## src/jsfx_pkg.sv

```systemverilog
// ----------------------------------------------------------------------------
// jsfx_pkg: shared types and constants of the JSON string field extractor
// Character codes, parser phases, result beat layout and register indexes.
// ----------------------------------------------------------------------------
`default_nettype none

package jsfx_pkg;

  localparam int KEY_MAX_DEF = 8;   // default longest key
  localparam int CHAR_W      = 8;
  localparam int KEY_W       = 64;  // packed key register
  localparam int KEY_BYTES   = KEY_W / CHAR_W;
  localparam int KEY_LEN_W   = 4;
  localparam int CFG_IDX_W   = 1;
  localparam int CFG_DATA_W  = 64;
  localparam int STATUS_W    = 2;
  localparam int MAX_RES     = 3;   // most beats one character can cause
  localparam int OQ_DEPTH    = 4;   // output queue slots
  localparam int OQ_CNT_W    = 3;

  typedef enum logic [CFG_IDX_W-1:0] {
    CFG_KEY_CHARS  = 1'b0,
    CFG_KEY_LENGTH = 1'b1
  } cfg_idx_e;

  localparam logic [CHAR_W-1:0] CH_QUOTE   = 8'h22;
  localparam logic [CHAR_W-1:0] CH_BSLASH  = 8'h5C;
  localparam logic [CHAR_W-1:0] CH_SLASH   = 8'h2F;
  localparam logic [CHAR_W-1:0] CH_COLON   = 8'h3A;
  localparam logic [CHAR_W-1:0] CH_SPACE   = 8'h20;
  localparam logic [CHAR_W-1:0] CH_TAB     = 8'h09;
  localparam logic [CHAR_W-1:0] CH_LF      = 8'h0A;
  localparam logic [CHAR_W-1:0] CH_CR      = 8'h0D;
  localparam logic [CHAR_W-1:0] CH_LOWER_N = 8'h6E;
  localparam logic [CHAR_W-1:0] CH_LOWER_T = 8'h74;
  localparam logic [CHAR_W-1:0] CH_LOWER_R = 8'h72;

  localparam logic [STATUS_W-1:0] ST_FOUND     = 2'd0;
  localparam logic [STATUS_W-1:0] ST_ABSENT    = 2'd1;
  localparam logic [STATUS_W-1:0] ST_MALFORMED = 2'd2;
  localparam logic [STATUS_W-1:0] ST_UNTERM    = 2'd3;

  localparam logic KIND_VALUE  = 1'b0;
  localparam logic KIND_STATUS = 1'b1;

  typedef enum logic [2:0] {
    PH_SEARCH,
    PH_SEP1,
    PH_SEP2,
    PH_VALUE,
    PH_ESC,
    PH_BAD,
    PH_DONE
  } phase_e;

  typedef struct packed {
    logic                item_kind;
    logic [CHAR_W-1:0]   value_char;
    logic [STATUS_W-1:0] status;
    logic                is_final;
  } res_t;

  // Result beats caused by one accepted character.
  typedef struct packed {
    logic [1:0]              count;
    res_t [MAX_RES-1:0]      item;
  } batch_t;

  function automatic res_t mk_value(input logic [CHAR_W-1:0] ch);
    res_t r;
    r.item_kind  = KIND_VALUE;
    r.value_char = ch;
    r.status     = ST_FOUND;
    r.is_final   = 1'b0;
    return r;
  endfunction

  function automatic res_t mk_status(input logic [STATUS_W-1:0] st, input logic fin);
    res_t r;
    r.item_kind  = KIND_STATUS;
    r.value_char = '0;
    r.status     = st;
    r.is_final   = fin;
    return r;
  endfunction

  function automatic logic is_ws(input logic [CHAR_W-1:0] ch);
    return (ch == CH_SPACE) || (ch == CH_TAB) || (ch == CH_LF) || (ch == CH_CR);
  endfunction

endpackage

`default_nettype wire

```

## src/jsfx_in_if.sv

```systemverilog
// ----------------------------------------------------------------------------
// jsfx_in_if: body character channel
// One beat carries one text character and the end-of-body flag.
// ----------------------------------------------------------------------------
`default_nettype none

interface jsfx_in_if;
  logic                       valid;
  logic                       ready;
  logic [jsfx_pkg::CHAR_W-1:0] text_char;
  logic                       end_of_body;

  modport source (output valid, output text_char, output end_of_body, input ready);
  modport sink   (input valid, input text_char, input end_of_body, output ready);
endinterface

`default_nettype wire

```

## src/jsfx_out_if.sv

```systemverilog
// ----------------------------------------------------------------------------
// jsfx_out_if: result channel
// One beat carries either a decoded value character or a status.
// ----------------------------------------------------------------------------
`default_nettype none

interface jsfx_out_if;
  logic                          valid;
  logic                          ready;
  logic                          item_kind;
  logic [jsfx_pkg::CHAR_W-1:0]   value_char;
  logic [jsfx_pkg::STATUS_W-1:0] status;
  logic                          is_final;

  modport source (output valid, output item_kind, output value_char, output status,
                  output is_final, input ready);
  modport sink   (input valid, input item_kind, input value_char, input status,
                  input is_final, output ready);
endinterface

`default_nettype wire

```

## src/json_string_field_extractor_core.sv

```systemverilog
// ----------------------------------------------------------------------------
// json_string_field_extractor_core: streaming JSON string field extractor
// Finds "key" in a character stream and emits the decoded string value.
// ----------------------------------------------------------------------------
// Takes one body character per beat on in_ch (end_of_body marks the last one)
// and returns beats on out_ch: decoded value characters (item_kind 0), then a
// status beat (item_kind 1). Every body ends with exactly one status beat with
// is_final set; when that status is not found, the value beats already sent
// for the body are to be dropped downstream. A closing quote before the body
// end gives an early found status with is_final clear. One character is taken
// per clock while out_ch keeps up; a character that causes two or three beats
// (an unknown escape, or a value character or escape that is also the last
// character of the body) holds in_ch while the four-slot output queue drains
// the extra beats. The user must make configuration writes only while the
// block is idle; the block itself does not enforce this.
// ----------------------------------------------------------------------------
`default_nettype none

module json_string_field_extractor_core #(
  parameter int KEY_MAX = jsfx_pkg::KEY_MAX_DEF  // 1..16, longest key matched
) (
  input  logic                            clk_i,
  input  logic                            rst_ni,
  input  logic                            cfg_we_i,
  input  logic [jsfx_pkg::CFG_IDX_W-1:0]  cfg_index_i,
  input  logic [jsfx_pkg::CFG_DATA_W-1:0] cfg_wdata_i,
  jsfx_in_if.sink                         in_ch,
  jsfx_out_if.source                      out_ch
);
  import jsfx_pkg::*;

  logic [KEY_W-1:0]     key_chars_q;
  logic [KEY_LEN_W-1:0] key_length_q;
  logic                 accept;
  logic                 room;
  batch_t               batch;
  res_t                 head;

  // Configuration registers
  always_ff @(posedge clk_i or negedge rst_ni) begin
    if (!rst_ni) begin
      key_chars_q  <= '0;
      key_length_q <= KEY_LEN_W'(1);
    end else if (cfg_we_i) begin
      case (cfg_idx_e'(cfg_index_i))
        CFG_KEY_CHARS:  key_chars_q  <= cfg_wdata_i[KEY_W-1:0];
        CFG_KEY_LENGTH: key_length_q <= cfg_wdata_i[KEY_LEN_W-1:0];
        default: ;
      endcase
    end
  end

  // Input side only waits on queue space, never on out_ch.ready directly
  assign in_ch.ready = room;
  assign accept      = in_ch.valid && room;

  jsfx_scan #(
    .KEY_MAX(KEY_MAX)
  ) u_scan (
    .clk_i        (clk_i),
    .rst_ni       (rst_ni),
    .key_chars_i  (key_chars_q),
    .key_length_i (key_length_q),
    .accept_i     (accept),
    .text_char_i  (in_ch.text_char),
    .end_of_body_i(in_ch.end_of_body),
    .batch_o      (batch)
  );

  jsfx_outq u_outq (
    .clk_i  (clk_i),
    .rst_ni (rst_ni),
    .push_i (accept),
    .batch_i(batch),
    .room_o (room),
    .valid_o(out_ch.valid),
    .ready_i(out_ch.ready),
    .data_o (head)
  );

  assign out_ch.item_kind  = head.item_kind;
  assign out_ch.value_char = head.value_char;
  assign out_ch.status     = head.status;
  assign out_ch.is_final   = head.is_final;

endmodule

`default_nettype wire

```

## src/jsfx_scan.sv

```systemverilog
// ----------------------------------------------------------------------------
// jsfx_scan: key search and value parser
// Needle match over a character shift line, separator check, escape decode.
// ----------------------------------------------------------------------------
`default_nettype none

module jsfx_scan #(
  parameter int KEY_MAX = jsfx_pkg::KEY_MAX_DEF
) (
  input  logic                           clk_i,
  input  logic                           rst_ni,
  input  logic [jsfx_pkg::KEY_W-1:0]     key_chars_i,
  input  logic [jsfx_pkg::KEY_LEN_W-1:0] key_length_i,
  input  logic                           accept_i,
  input  logic [jsfx_pkg::CHAR_W-1:0]    text_char_i,
  input  logic                           end_of_body_i,
  output jsfx_pkg::batch_t               batch_o
);
  import jsfx_pkg::*;

  localparam int DEPTH  = KEY_MAX + 2;
  localparam int SEEN_W = $clog2(DEPTH + 1);
  localparam int NLEN_W = $clog2(KEY_MAX + 1);

  phase_e                       phase_q, phase_d;
  logic [DEPTH-1:0][CHAR_W-1:0] recent_q, recent_d, recent_sh;
  logic [SEEN_W-1:0]            seen_q, seen_d, seen_inc;
  logic [KEY_MAX-1:0][CHAR_W-1:0] key_arr;
  logic [KEY_MAX:0]             len_match;
  logic [NLEN_W-1:0]            n_eff;
  logic                         needle_hit;
  logic [1:0]                   n;

  // Shifted line, newest character in slot 0
  always_comb begin
    recent_sh[0] = text_char_i;
    for (int k = 1; k < DEPTH; k++) begin
      recent_sh[k] = recent_q[k-1];
    end
    seen_inc = (seen_q < SEEN_W'(DEPTH)) ? seen_q + SEEN_W'(1) : seen_q;
  end

  // Key bytes past the register width read as zero
  always_comb begin
    for (int m = 0; m < KEY_MAX; m++) begin
      key_arr[m] = (m < KEY_BYTES) ? key_chars_i[(m % KEY_BYTES)*CHAR_W +: CHAR_W] : '0;
    end
  end

  // One match term per key length, then pick the configured one
  always_comb begin
    for (int ln = 0; ln <= KEY_MAX; ln++) begin
      len_match[ln] = (seen_inc >= SEEN_W'(ln + 2)) && (recent_sh[0] == CH_QUOTE) &&
                      (recent_sh[ln+1] == CH_QUOTE);
      for (int m = 0; m < ln; m++) begin
        if (recent_sh[ln-m] != key_arr[m]) begin
          len_match[ln] = 1'b0;
        end
      end
    end
    if (int'(key_length_i) > KEY_MAX) begin
      n_eff = NLEN_W'(KEY_MAX);
    end else begin
      n_eff = NLEN_W'(key_length_i);
    end
    needle_hit = len_match[n_eff];
  end

  always_comb begin
    phase_d  = phase_q;
    recent_d = recent_q;
    seen_d   = seen_q;
    batch_o  = '0;
    n        = 2'd0;
    case (phase_q)
      PH_SEARCH: begin
        recent_d = recent_sh;
        seen_d   = seen_inc;
        if (needle_hit) phase_d = PH_SEP1;
      end
      PH_SEP1: begin
        if (text_char_i == CH_COLON) phase_d = PH_SEP2;
        else if (!is_ws(text_char_i)) phase_d = PH_BAD;
      end
      PH_SEP2: begin
        if (text_char_i == CH_QUOTE) phase_d = PH_VALUE;
        else if (!is_ws(text_char_i)) phase_d = PH_BAD;
      end
      PH_VALUE: begin
        if (text_char_i == CH_BSLASH) begin
          if (!end_of_body_i) phase_d = PH_ESC;
        end else if (text_char_i == CH_QUOTE) begin
          phase_d = PH_DONE;
          if (!end_of_body_i) begin
            batch_o.item[n] = mk_status(ST_FOUND, 1'b0);
            n = n + 2'd1;
          end
        end else begin
          batch_o.item[n] = mk_value(text_char_i);
          n = n + 2'd1;
        end
      end
      PH_ESC: begin
        phase_d = PH_VALUE;
        case (text_char_i)
          CH_QUOTE:   batch_o.item[0] = mk_value(CH_QUOTE);
          CH_BSLASH:  batch_o.item[0] = mk_value(CH_BSLASH);
          CH_SLASH:   batch_o.item[0] = mk_value(CH_SLASH);
          CH_LOWER_N: batch_o.item[0] = mk_value(CH_LF);
          CH_LOWER_T: batch_o.item[0] = mk_value(CH_TAB);
          CH_LOWER_R: batch_o.item[0] = mk_value(CH_CR);
          default: begin
            // unknown escape: pass both characters through
            batch_o.item[0] = mk_value(CH_BSLASH);
            batch_o.item[1] = mk_value(text_char_i);
            n = 2'd1;
          end
        endcase
        n = n + 2'd1;
      end
      default: ;
    endcase

    if (end_of_body_i) begin
      case (phase_d)
        PH_SEARCH:                batch_o.item[n] = mk_status(ST_ABSENT, 1'b1);
        PH_SEP1, PH_SEP2, PH_BAD: batch_o.item[n] = mk_status(ST_MALFORMED, 1'b1);
        PH_VALUE, PH_ESC:         batch_o.item[n] = mk_status(ST_UNTERM, 1'b1);
        default:                  batch_o.item[n] = mk_status(ST_FOUND, 1'b1);
      endcase
      n        = n + 2'd1;
      phase_d  = PH_SEARCH;
      recent_d = '0;
      seen_d   = '0;
    end
    batch_o.count = n;
  end

  always_ff @(posedge clk_i or negedge rst_ni) begin
    if (!rst_ni) begin
      phase_q  <= PH_SEARCH;
      recent_q <= '0;
      seen_q   <= '0;
    end else if (accept_i) begin
      phase_q  <= phase_d;
      recent_q <= recent_d;
      seen_q   <= seen_d;
    end
  end

  // Body end always leaves a clean search state
  a_eob_clears: assert property (@(posedge clk_i) disable iff (!rst_ni)
    accept_i && end_of_body_i |=> (phase_q == PH_SEARCH) && (seen_q == '0))
    else $error("state not cleared after body end");

  // Every body end produces at least its status beat
  a_eob_status: assert property (@(posedge clk_i) disable iff (!rst_ni)
    accept_i && end_of_body_i |-> (batch_o.count != 2'd0) &&
    batch_o.item[batch_o.count - 2'd1].is_final)
    else $error("body end without final status");

  // Key search emits nothing before the body ends
  a_search_quiet: assert property (@(posedge clk_i) disable iff (!rst_ni)
    accept_i && !end_of_body_i && (phase_q == PH_SEARCH) |-> batch_o.count == 2'd0)
    else $error("beat emitted during key search");

endmodule

`default_nettype wire

```

## src/jsfx_outq.sv

```systemverilog
// ----------------------------------------------------------------------------
// jsfx_outq: result queue
// Four-slot shift queue; takes up to three beats at once, sends one a cycle while ready_i is high.
// ----------------------------------------------------------------------------
`default_nettype none

module jsfx_outq (
  input  logic             clk_i,
  input  logic             rst_ni,
  input  logic             push_i,
  input  jsfx_pkg::batch_t batch_i,
  output logic             room_o,
  output logic             valid_o,
  input  logic             ready_i,
  output jsfx_pkg::res_t   data_o
);
  import jsfx_pkg::*;

  res_t [OQ_DEPTH-1:0] slot_q, slot_d;
  logic [OQ_CNT_W-1:0] cnt_q, cnt_d, base;
  logic                pop;

  assign valid_o = (cnt_q != '0);
  assign data_o  = slot_q[0];
  assign pop     = valid_o && ready_i;
  // room for a full batch
  assign room_o  = (cnt_q <= OQ_CNT_W'(OQ_DEPTH - MAX_RES));
  assign base    = cnt_q - OQ_CNT_W'(pop);

  always_comb begin
    for (int i = 0; i < OQ_DEPTH; i++) begin
      if (pop && (i < OQ_DEPTH - 1)) slot_d[i] = slot_q[(i + 1) % OQ_DEPTH];
      else                           slot_d[i] = slot_q[i];
      for (int j = 0; j < MAX_RES; j++) begin
        if (push_i && (2'(j) < batch_i.count) && (base + OQ_CNT_W'(j) == OQ_CNT_W'(i))) begin
          slot_d[i] = batch_i.item[j];
        end
      end
    end
    cnt_d = base + (push_i ? OQ_CNT_W'(batch_i.count) : '0);
  end

  always_ff @(posedge clk_i or negedge rst_ni) begin
    if (!rst_ni) begin
      cnt_q <= '0;
    end else begin
      cnt_q <= cnt_d;
    end
  end

  always_ff @(posedge clk_i) begin
    slot_q <= slot_d;
  end

  a_cnt_bound: assert property (@(posedge clk_i) disable iff (!rst_ni)
    cnt_q <= OQ_CNT_W'(OQ_DEPTH))
    else $error("queue count over depth");

  a_push_room: assert property (@(posedge clk_i) disable iff (!rst_ni)
    push_i |-> room_o)
    else $error("push without room");

  a_cnt_track: assert property (@(posedge clk_i) disable iff (!rst_ni)
    !push_i && !pop |=> cnt_q == $past(cnt_q))
    else $error("count moved without push or pop");

endmodule

`default_nettype wire
```

## src/flat_wrapper.sv

```systemverilog
// flat-port wrapper written by rule: the top's interface ports become plain ports
module json_string_field_extractor_core_flat import jsfx_pkg::*;
#(
  parameter int KEY_MAX = jsfx_pkg::KEY_MAX_DEF                               
)
  (clk_i, rst_ni, cfg_we_i, cfg_index_i, cfg_wdata_i, in_ch_valid, in_ch_text_char, in_ch_end_of_body, in_ch_ready, out_ch_valid, out_ch_item_kind, out_ch_value_char, out_ch_status, out_ch_is_final, out_ch_ready);
  jsfx_in_if in_ch_i ();
  jsfx_out_if out_ch_i ();
  input  logic clk_i;
  input  logic rst_ni;
  input  logic cfg_we_i;
  input  logic [jsfx_pkg::CFG_IDX_W-1:0] cfg_index_i;
  input  logic [jsfx_pkg::CFG_DATA_W-1:0] cfg_wdata_i;
  input wire logic [$bits(in_ch_i.valid)-1:0] in_ch_valid;
  input wire logic [$bits(in_ch_i.text_char)-1:0] in_ch_text_char;
  input wire logic [$bits(in_ch_i.end_of_body)-1:0] in_ch_end_of_body;
  output wire logic [$bits(in_ch_i.ready)-1:0] in_ch_ready;
  output wire logic [$bits(out_ch_i.valid)-1:0] out_ch_valid;
  output wire logic [$bits(out_ch_i.item_kind)-1:0] out_ch_item_kind;
  output wire logic [$bits(out_ch_i.value_char)-1:0] out_ch_value_char;
  output wire logic [$bits(out_ch_i.status)-1:0] out_ch_status;
  output wire logic [$bits(out_ch_i.is_final)-1:0] out_ch_is_final;
  input wire logic [$bits(out_ch_i.ready)-1:0] out_ch_ready;
  assign in_ch_i.valid = in_ch_valid;
  assign in_ch_i.text_char = in_ch_text_char;
  assign in_ch_i.end_of_body = in_ch_end_of_body;
  assign in_ch_ready = in_ch_i.ready;
  assign out_ch_valid = out_ch_i.valid;
  assign out_ch_item_kind = out_ch_i.item_kind;
  assign out_ch_value_char = out_ch_i.value_char;
  assign out_ch_status = out_ch_i.status;
  assign out_ch_is_final = out_ch_i.is_final;
  assign out_ch_i.ready = out_ch_ready;
  json_string_field_extractor_core #(.KEY_MAX(KEY_MAX)) u_core (.clk_i(clk_i), .rst_ni(rst_ni), .cfg_we_i(cfg_we_i), .cfg_index_i(cfg_index_i), .cfg_wdata_i(cfg_wdata_i), .in_ch(in_ch_i), .out_ch(out_ch_i));
endmodule
```

## config.mk

```make
export PLATFORM = sky130hd
export DESIGN_NAME = json_string_field_extractor_core_flat
export DESIGN_NICKNAME = d
export VERILOG_FILES = /design/src/jsfx_pkg.sv /design/src/jsfx_in_if.sv /design/src/jsfx_out_if.sv /design/src/json_string_field_extractor_core.sv /design/src/jsfx_scan.sv /design/src/jsfx_outq.sv /design/src/flat_wrapper.sv
export SDC_FILE = /design/constraint.sdc
export NUM_CORES = 1
export LEC_CHECK = 0
export BUFFER_PORTS_ARGS = -buffer_cell sky130_fd_sc_hd__buf_2
export CORE_MARGIN = 3
export CORE_UTILIZATION = 60
export CTS_BUF_LIST = sky130_fd_sc_hd__clkbuf_4 sky130_fd_sc_hd__clkbuf_8
export DETAILED_ROUTE_END_ITERATION = 12
export PLACE_DENSITY = 0.88
export SYNTH_ARGS = -nofsm -noshare
export SYNTH_HDL_FRONTEND = slang
export SYNTH_SLANG_ARGS = --single-unit
export TNS_END_PERCENT = 10
```

## constraint.sdc

```tcl
create_clock -name clk_i -period 5.9 [get_ports clk_i]
set_input_delay 0.295 -clock clk_i [delete_from_list [all_inputs] [get_ports clk_i]]
set_output_delay 0.295 -clock clk_i [all_outputs]
set_load 0.01 [all_outputs]
```

# After elaboration in Yosys (flattened, before gate mapping)
# Index checks and enable logic that the tools add are counted.
[word_totals] out_inout_bits=14 reg_bits=198
[op_classes] n_reduce_logical=56 n_lt_le_gt_ge=18 eq_ne=74 addsub=7 muxes=87 bitwise=13
[op_table] cell="inequality test 8 bit" count=36
[op_table] cell="two-way mux 12 bit" count=20
[op_table] cell="two-way mux 72 bit" count=2
[op_table] cell="case mux 36 bit (3 select lines)" count=1
[op_table] cell="== test 8 x 6 -> 1 bit (second input constant)" count=13
[op_table] cell="AND 18 x 27 -> 27 bit" count=2
[op_table] cell="inverter 27 bit" count=2
[op_table] cell="case mux 10 bit (5 select lines)" count=1
[op_table] cell="two-way mux 1 bit" count=40
[op_table] cell="logical AND 1 bit" count=36
[op_table] cell="two-way mux 36 bit" count=1
[op_table] cell="== test 8 x 7 -> 1 bit (second input constant)" count=4
[op_table] cell="AND 20 x 30 -> 30 bit" count=1
[op_table] cell="== test 3 x 2 -> 1 bit (second input constant)" count=10
[op_table] cell="inverter 30 bit" count=1
[op_table] cell="AND 16 x 24 -> 24 bit" count=1
[op_table] cell="demux 12 bit (select 2 bit)" count=1
[op_table] cell="== test 8 x 4 -> 1 bit (second input constant)" count=3
[op_table] cell="two-way mux 3 bit" count=8
[op_table] cell="inverter 24 bit" count=1
[op_table] cell="case mux 12 bit (2 select lines)" count=1
[op_table] cell="bitwise OR 6 x 9 -> 9 bit" count=2
[op_table] cell="greater-or-equal comparator 4 x 3 -> 1 bit (second input constant)" count=4
[op_table] cell="two-way mux 4 bit" count=4
[op_table] cell="35 further kinds" count=60

# Longest topological paths before layout
[logic_depth] word_depth=24 mapped_depth=17

# Cells and area by module
# Synthesis repeated with hierarchy kept, for this count alone.
[unflattened] cells_unflattened=1401 area_unflattened_um2=13875.8
[by_module_without_submodules] mod="jsfx_scan" seq_area_each_um2=1976.9 instances=1 area_each_um2=7621.1 cells_each=890
[by_module_without_submodules] mod="jsfx_outq" seq_area_each_um2=1516.5 instances=1 area_each_um2=3397.0 cells_each=365
[by_module_without_submodules] mod="json_string_field_extractor_core" seq_area_each_um2=1702.9 instances=1 area_each_um2=2857.7 cells_each=146

# Worst setup path after synthesis
# No wires, ideal clock.
[synth_timing] path_kind="in2reg" startpoint="input in_ch_text_char[5]" endpoint="register u_core.u_outq.slot_q[12] in the netlist's numbering (enable)" stages=15 t_arrival_ps=3478 path_slack_ps=2071 t_required_ps=5550 setup_ps=350 path_cell_list="buf_6 -> or3b_1 -> or3_1 -> buf_6 -> nand4b_1 -> o21ai_0 -> nand2_2 -> inv_1 -> ha_1 -> nand2_1 -> o41a_1 -> nor4_1 -> buf_2 -> nor3_1 -> nand2_1"
[synth_via] elab_chain_len=12 word_cells_on_any_way=25 classes_between="add/sub (2); order compare (3); eq/ne (6); mux (6); reduce/logical (8)"
[synth_lines] item="from (decl)" line_no="flat_wrapper.sv:15" text="input wire logic [$bits(in_ch_i.text_char)-1:0] in_ch_text_char;"
[synth_lines] item="== test 8 x 6 -> 1 bit (tied with other cells)" line_no="jsfx_scan.sv:92, jsfx_scan.sv:105"
[synth_lines] item="OR reduction 6 bit (no source line)"
[synth_lines] item="two-way mux 1 bit" line_no="jsfx_scan.sv:105" text="case (text_char_i)"
[synth_lines] item="two-way mux 2 bit" line_no="jsfx_scan.sv:75" text="case (phase_q)"
[synth_lines] item="adder 2 x 1 -> 2 bit" line_no="jsfx_scan.sv:119" text="n = n + 2'd1;"
[synth_lines] item="case mux 2 bit (2 select lines) (*)" line_no="jsfx_scan.sv:75"
[synth_lines] item="adder 2 x 1 -> 2 bit" line_no="jsfx_scan.sv:131" text="n = n + 2'd1;"
[synth_lines] item="two-way mux 2 bit (*)" line_no="jsfx_scan.sv:124" text="if (end_of_body_i) begin"
[synth_lines] item="< comparator 1 x 2 -> 1 bit or < comparator 2 bit (tied branches)" line_no="jsfx_outq.sv:35" text="if (push_i && (2'(j) < batch_i.count) && (base + OQ_CNT_W'(j) == OQ_CNT_W'(i))) begin"
[synth_lines] item="logical AND 1 bit (2 in a row)" line_no="jsfx_outq.sv:35"
[synth_lines] item="nonzero test 4 bit (no source line) (*)"
[synth_lines] item="to (signal assigned)" line_no="jsfx_outq.sv:52" text="slot_q <= slot_d;"
[synth_lines] item="to (decl)" line_no="jsfx_outq.sv:19" text="res_t [OQ_DEPTH-1:0] slot_q, slot_d;"
# Mark *: on every way between the ends. The rest lies on a longest branch, timed or not. The select of a mux whose other input is x is not followed.
# A chain may end at the register's enable or synchronous reset.

# Worst setup path after layout
[layout_timing] startpoint="register u_core.u_scan.phase_q[2]" endpoint="register u_core.u_outq.slot_q[23] in the netlist's numbering (enable)"
[layout_via] elab_chain_len=8 word_cells_on_any_way=15 classes_between="add/sub (1); order compare (3); eq/ne (2); mux (2); reduce/logical (7)"
[layout_lines] item="from (decl)" line_no="jsfx_scan.sv:25" text="phase_e phase_q, phase_d;"
[layout_lines] item="from (signal assigned)" line_no="jsfx_scan.sv:145" text="phase_q <= phase_d;"
[layout_lines] item="== test 3 bit or == test 3 x 2 -> 1 bit (tied branches)" line_no="jsfx_scan.sv:75"
[layout_lines] item="case mux 2 bit (2 select lines) (*)" line_no="jsfx_scan.sv:75"
[layout_lines] item="adder 2 x 1 -> 2 bit" line_no="jsfx_scan.sv:131"
[layout_lines] item="two-way mux 2 bit (*)" line_no="jsfx_scan.sv:124"
[layout_lines] item="< comparator 1 x 2 -> 1 bit or < comparator 2 bit (tied branches)" line_no="jsfx_outq.sv:35"
[layout_lines] item="logical AND 1 bit (2 in a row)" line_no="jsfx_outq.sv:35"
[layout_lines] item="nonzero test 4 bit (no source line) (*)"
# Mark *: on every way between the ends. The rest lies on a longest branch, timed or not.

==> metrics.md <==
| Metric | Value |
|---|---|
| Gr usage total | `37.2%` |
| Met1 Wirelength | `between 15,000 and 20,000 um` |
| Die Area | `approximately 23,000 um^2` |
| Vias in the first global route | `10,400` |
| Worst-margin pin slew | `1.12 ns` |
| Crit path max-delay cell type | `nor3_1` |
| Post-synth cell types | `78` |
| Std cell rows | `between 50 and 60` |
| Num Clock Sinks | `198` |
| CP peak stage delay | `0.78 ns` |
| VDD IR-drop max | `0.301 mV` |
| Vias/cell | `6.96` |
| CTS tree | `yes` |
| Hold Crit Class | `input pin to register` |
| Routed via count | `~11,000` |
| Clock-pin slew on the worst setup and hold paths | `around 0.12 ns` |
| DRT Wirelength | `around 44,000 um` |
| Final worst-path cycle share | `74.9%` |
| Max-slew headroom | `24.1%` |
| Pleak | `5.53 nW` |
| Worst-case clock buffer depth | `2` |
| Starting density of the core | `62.3%` |
| Post-route setup TNS | `0 ns` |
| I/O Buffers | `92` |
| Post-DP Area | `13,100 um^2` |
| Pin count of the biggest net entering global routing | `77` |
| PwrDens | `335 nW/um^2` |
| Synthesized area | `12,900 um^2` |
| Maxcap violations | `0` |
| Power consumption | `4.57 mW` |
| Share of cells above drive strength 1 | `17.6%` |
| I/O Pins | `93` |
| Synth Flop Type | `dfrtp_1` |
| DRC viols | `0` |
| Area growth from synthesis to layout | `5.96%` |
| Synthesized Nets | `1,376` |
| ANT cells | `0` |
| DR WL/cell | `28.3 um` |
| Root Buffer | `clkbuf_8` |
| Layout Skew | `0.0254 ns` |
| DR iter-0 viols | `1,685` |
| Top-count cell post-synth | `dfrtp_1` |
| Post-synthesis cell count | `1,288` |
| Final Cell Area | `13,600 um^2` |
| Status | `complete, no violations` |
| Arrival @ worst endpoint | `about 4.5 ns` |
| Total grt overflow | `0` |
| Mapped Avg Cell Area | `9.98 um^2` |
| Clock H-tree levels | `4` |
| #FFs+latches synth | `198` |
| Final Wtd Congestion | `1.04` |
| Crit path cell chain | `inv_1 -> nor3_1 -> o21ai_0 -> nand2_2 -> inv_1 -> ha_1 -> inv_1 -> nand2_1 -> o32ai_2 -> nor3_2 -> nor3_1 -> nand2_1` |
| Num CTS Buffers | `17` |
| Post-synth EDFFs | `48` |
| Setup violators final | `0` |
| Die H | `152 um` |
| Final hold violation count | `0` |
| Yosys top cell area share | `slightly below 30%` |
| Final Util | `66.0%` |
| Initial antenna violation count | `0` |
| Kind of critical path | `register to register` |
| F_max | `0.226 GHz` |
| Chip width | `around 150 um` |
| Synth top cells by count | `dfrtp_1 (149), xor2_1 (146), xnor2_1 (143)` |
| Max Slew Vio Count | `0` |
| Met2 Routed Length | `around 17,000 um` |
| Routed Antenna Nets | `0` |
| Post-CTS Setup Bufs | `0` |
| Core Footprint | `20,600 um^2` |
| Post-synthesis sequential area ratio | `between 40% and 50%` |
| NumNets Final | `1,356` |
| Crit path max fanout | `12` |
| Setup crit end kind | `register` |
| Top layer in use | `met4` |
| Skew-Pair Late Insertion Delay | `0.49 ns` |
| First-pass GRT wire length | `66,000 um` |
| Startpoint types | `register` |
| Asr flop ratio synth | `about three quarters` |
| Fillers | `1,607` |
| RSZ-0062 raised after global routing | `no` |
| Yosys warnings | `0` |
| Worst EP required | `around 6.0 ns` |
| Critical path's most frequent cell | `inv_1` |
| Met3 routed WL | `roughly 6600 um` |
| Fin crit period | `around 4.4 ns` |
| HPWL after detailed placement | `31,400 um` |
| Leading area contributor after synthesis | `dfrtp_1` |
| Top cells by area, synth | `dfrtp_1 (29%), edfxtp_1 (11%), xor2_1 (9.9%), xnor2_1 (9.7%), mux2_2 (5.6%)` |
| Detailed Routing Iterations Pass 1 | `5` |
repair_timing:
item	in CTS	in global routing
resized for setup	0	0
endpoints found under the hold margin	77	1
hold buffers	4	1
layout by cell type (no fill, tap or decap), types with 5 or more instances in the layout:
| cell | instances |
|---|---|
| dfrtp_1 | 149 |
| a21oi_1 | 41 |
| nor2_1 | 25 |
| inv_1 | 21 |
| clkinv_8 | 6 |
| nor2b_1 | 6 |
| or4_1 | 5 |
| edfxtp_1 | 48 |
| nand3_1 | 31 |
| nor4_1 | 51 |
| nand4_1 | 43 |
| buf_4 | 11 |
| xnor2_1 | 143 |
| a22oi_1 | 9 |
| xor2_1 | 146 |
| nand2_1 | 79 |
| dlygate4sd3_1 | 5 |
| nor3_1 | 14 |
| nand2b_1 | 9 |
| a22o_1 | 79 |
| o21ai_0 | 44 |
| nor4b_1 | 14 |
| o22a_1 | 8 |
| clkbuf_8 | 17 |
| a32oi_1 | 10 |
| buf_2 | 91 |
| a31oi_1 | 8 |
| ha_1 | 8 |
| and3_1 | 5 |
| mux2_2 | 64 |
| and2_1 | 5 |
final timing paths:
| check | to | from | depth (start not counted) | slack, ns |
|---|---|---|---|---|
| worst max-delay path | u_core.u_outq.slot_q[23] | u_core.u_scan.phase_q[2] | 12 | 1.48 |
| worst min-delay path | u_core.key_chars_q[62] | cfg_wdata_i[62] | 3 | 0.02 |
| worst max register to register | u_core.u_outq.slot_q[23] | u_core.u_scan.phase_q[2] | 12 | 1.48 |
| worst min register to register | u_core.u_scan.recent_q[69] | u_core.u_scan.recent_q[69] | 1 | 0.51 |
| max in group asynchronous | u_core.key_length_q[1] | rst_ni | 3 | 4.09 |
| min in group asynchronous | u_core.key_chars_q[14] | rst_ni | 2 | 0.37 |
flip-flops by register name, summed over array words and instances, names as in the netlist:
register	cells
u_core.u_outq.slot_q	36
u_core.u_scan.recent_q	72
u_core.u_outq.cnt_q	3
u_core.key_length_q	4
u_core.u_scan.seen_q	4
u_core.u_scan.phase_q	3
u_core.key_chars_q	64
u_core.u_outq.data_o	12
critical path: cells and delay by family (launching register included):
| family | cells | cell delay, ns |
|---|---|---|
| AND/OR/NAND/NOR | 6 | 2.28 |
| buffers and inverters | 3 | 0.34 |
| AO/OA/AOI/OAI | 2 | 0.62 |
| flip-flops | 1 | 0.47 |
| adder cells (fa/ha/maj) | 1 | 0.34 |
per-layer routing:
layer	global-route usage, %	vias to the layer above
li1	-	4527
met1	56.4	5276
met2	50.7	841
met3	11.4	148
met4	12.3	0
met5	0	-
power breakdown:
group          switching [mW]  internal (mW)
Sequential              0.504           1.64
Combinational           0.872          0.622
Clock                   0.565          0.368
final cells by class:
| type | count | area, um^2 | area share (%) |
|---|---|---|---|
| clock buffers | 18 | 241 | 1.77 |
| clock inverters | 14 | 188 | 1.38 |
| inverters | 22 | 82.6 | 0.606 |
| multi-input cells | 921 | 6970 | 51.2 |
| flip-flops and latches | 198 | 5200 | 38.2 |
| well taps | 270 | 338 | 2.48 |
| repair buffers | 108 | 599 | 4.40 |
kinds of logic (layout without fill, tap and decap cells):
logic type               Yosys count  after routing  share of synthesized area [%]
AO/OA/AOI/OAI                    230            230                           12.9
XOR/XNOR                         289            289                           19.7
adder cells (fa/ha/maj)            9              9                          0.935
buffers and inverters            169            162                           5.68
flip-flops                       198            198                           40.4
multiplexers                      68             68                           5.92
AND/OR/NAND/NOR                  325            325                           14.5
metrics by stage:
step	hold slack, ns	setup slack [ns]	cells
6_report	0.0233	1.48	1551
5_1_grt	0.00438	1.18	1551
4_1_cts	0.000413	1.60	1550
3_5_place_dp	0.357	1.37	1514
3_3_place_gp	0.347	1.47	1514
2_1_floorplan	-0.000591	2.07	1288
No activity file was read; power rests on OpenSTA's default activity.
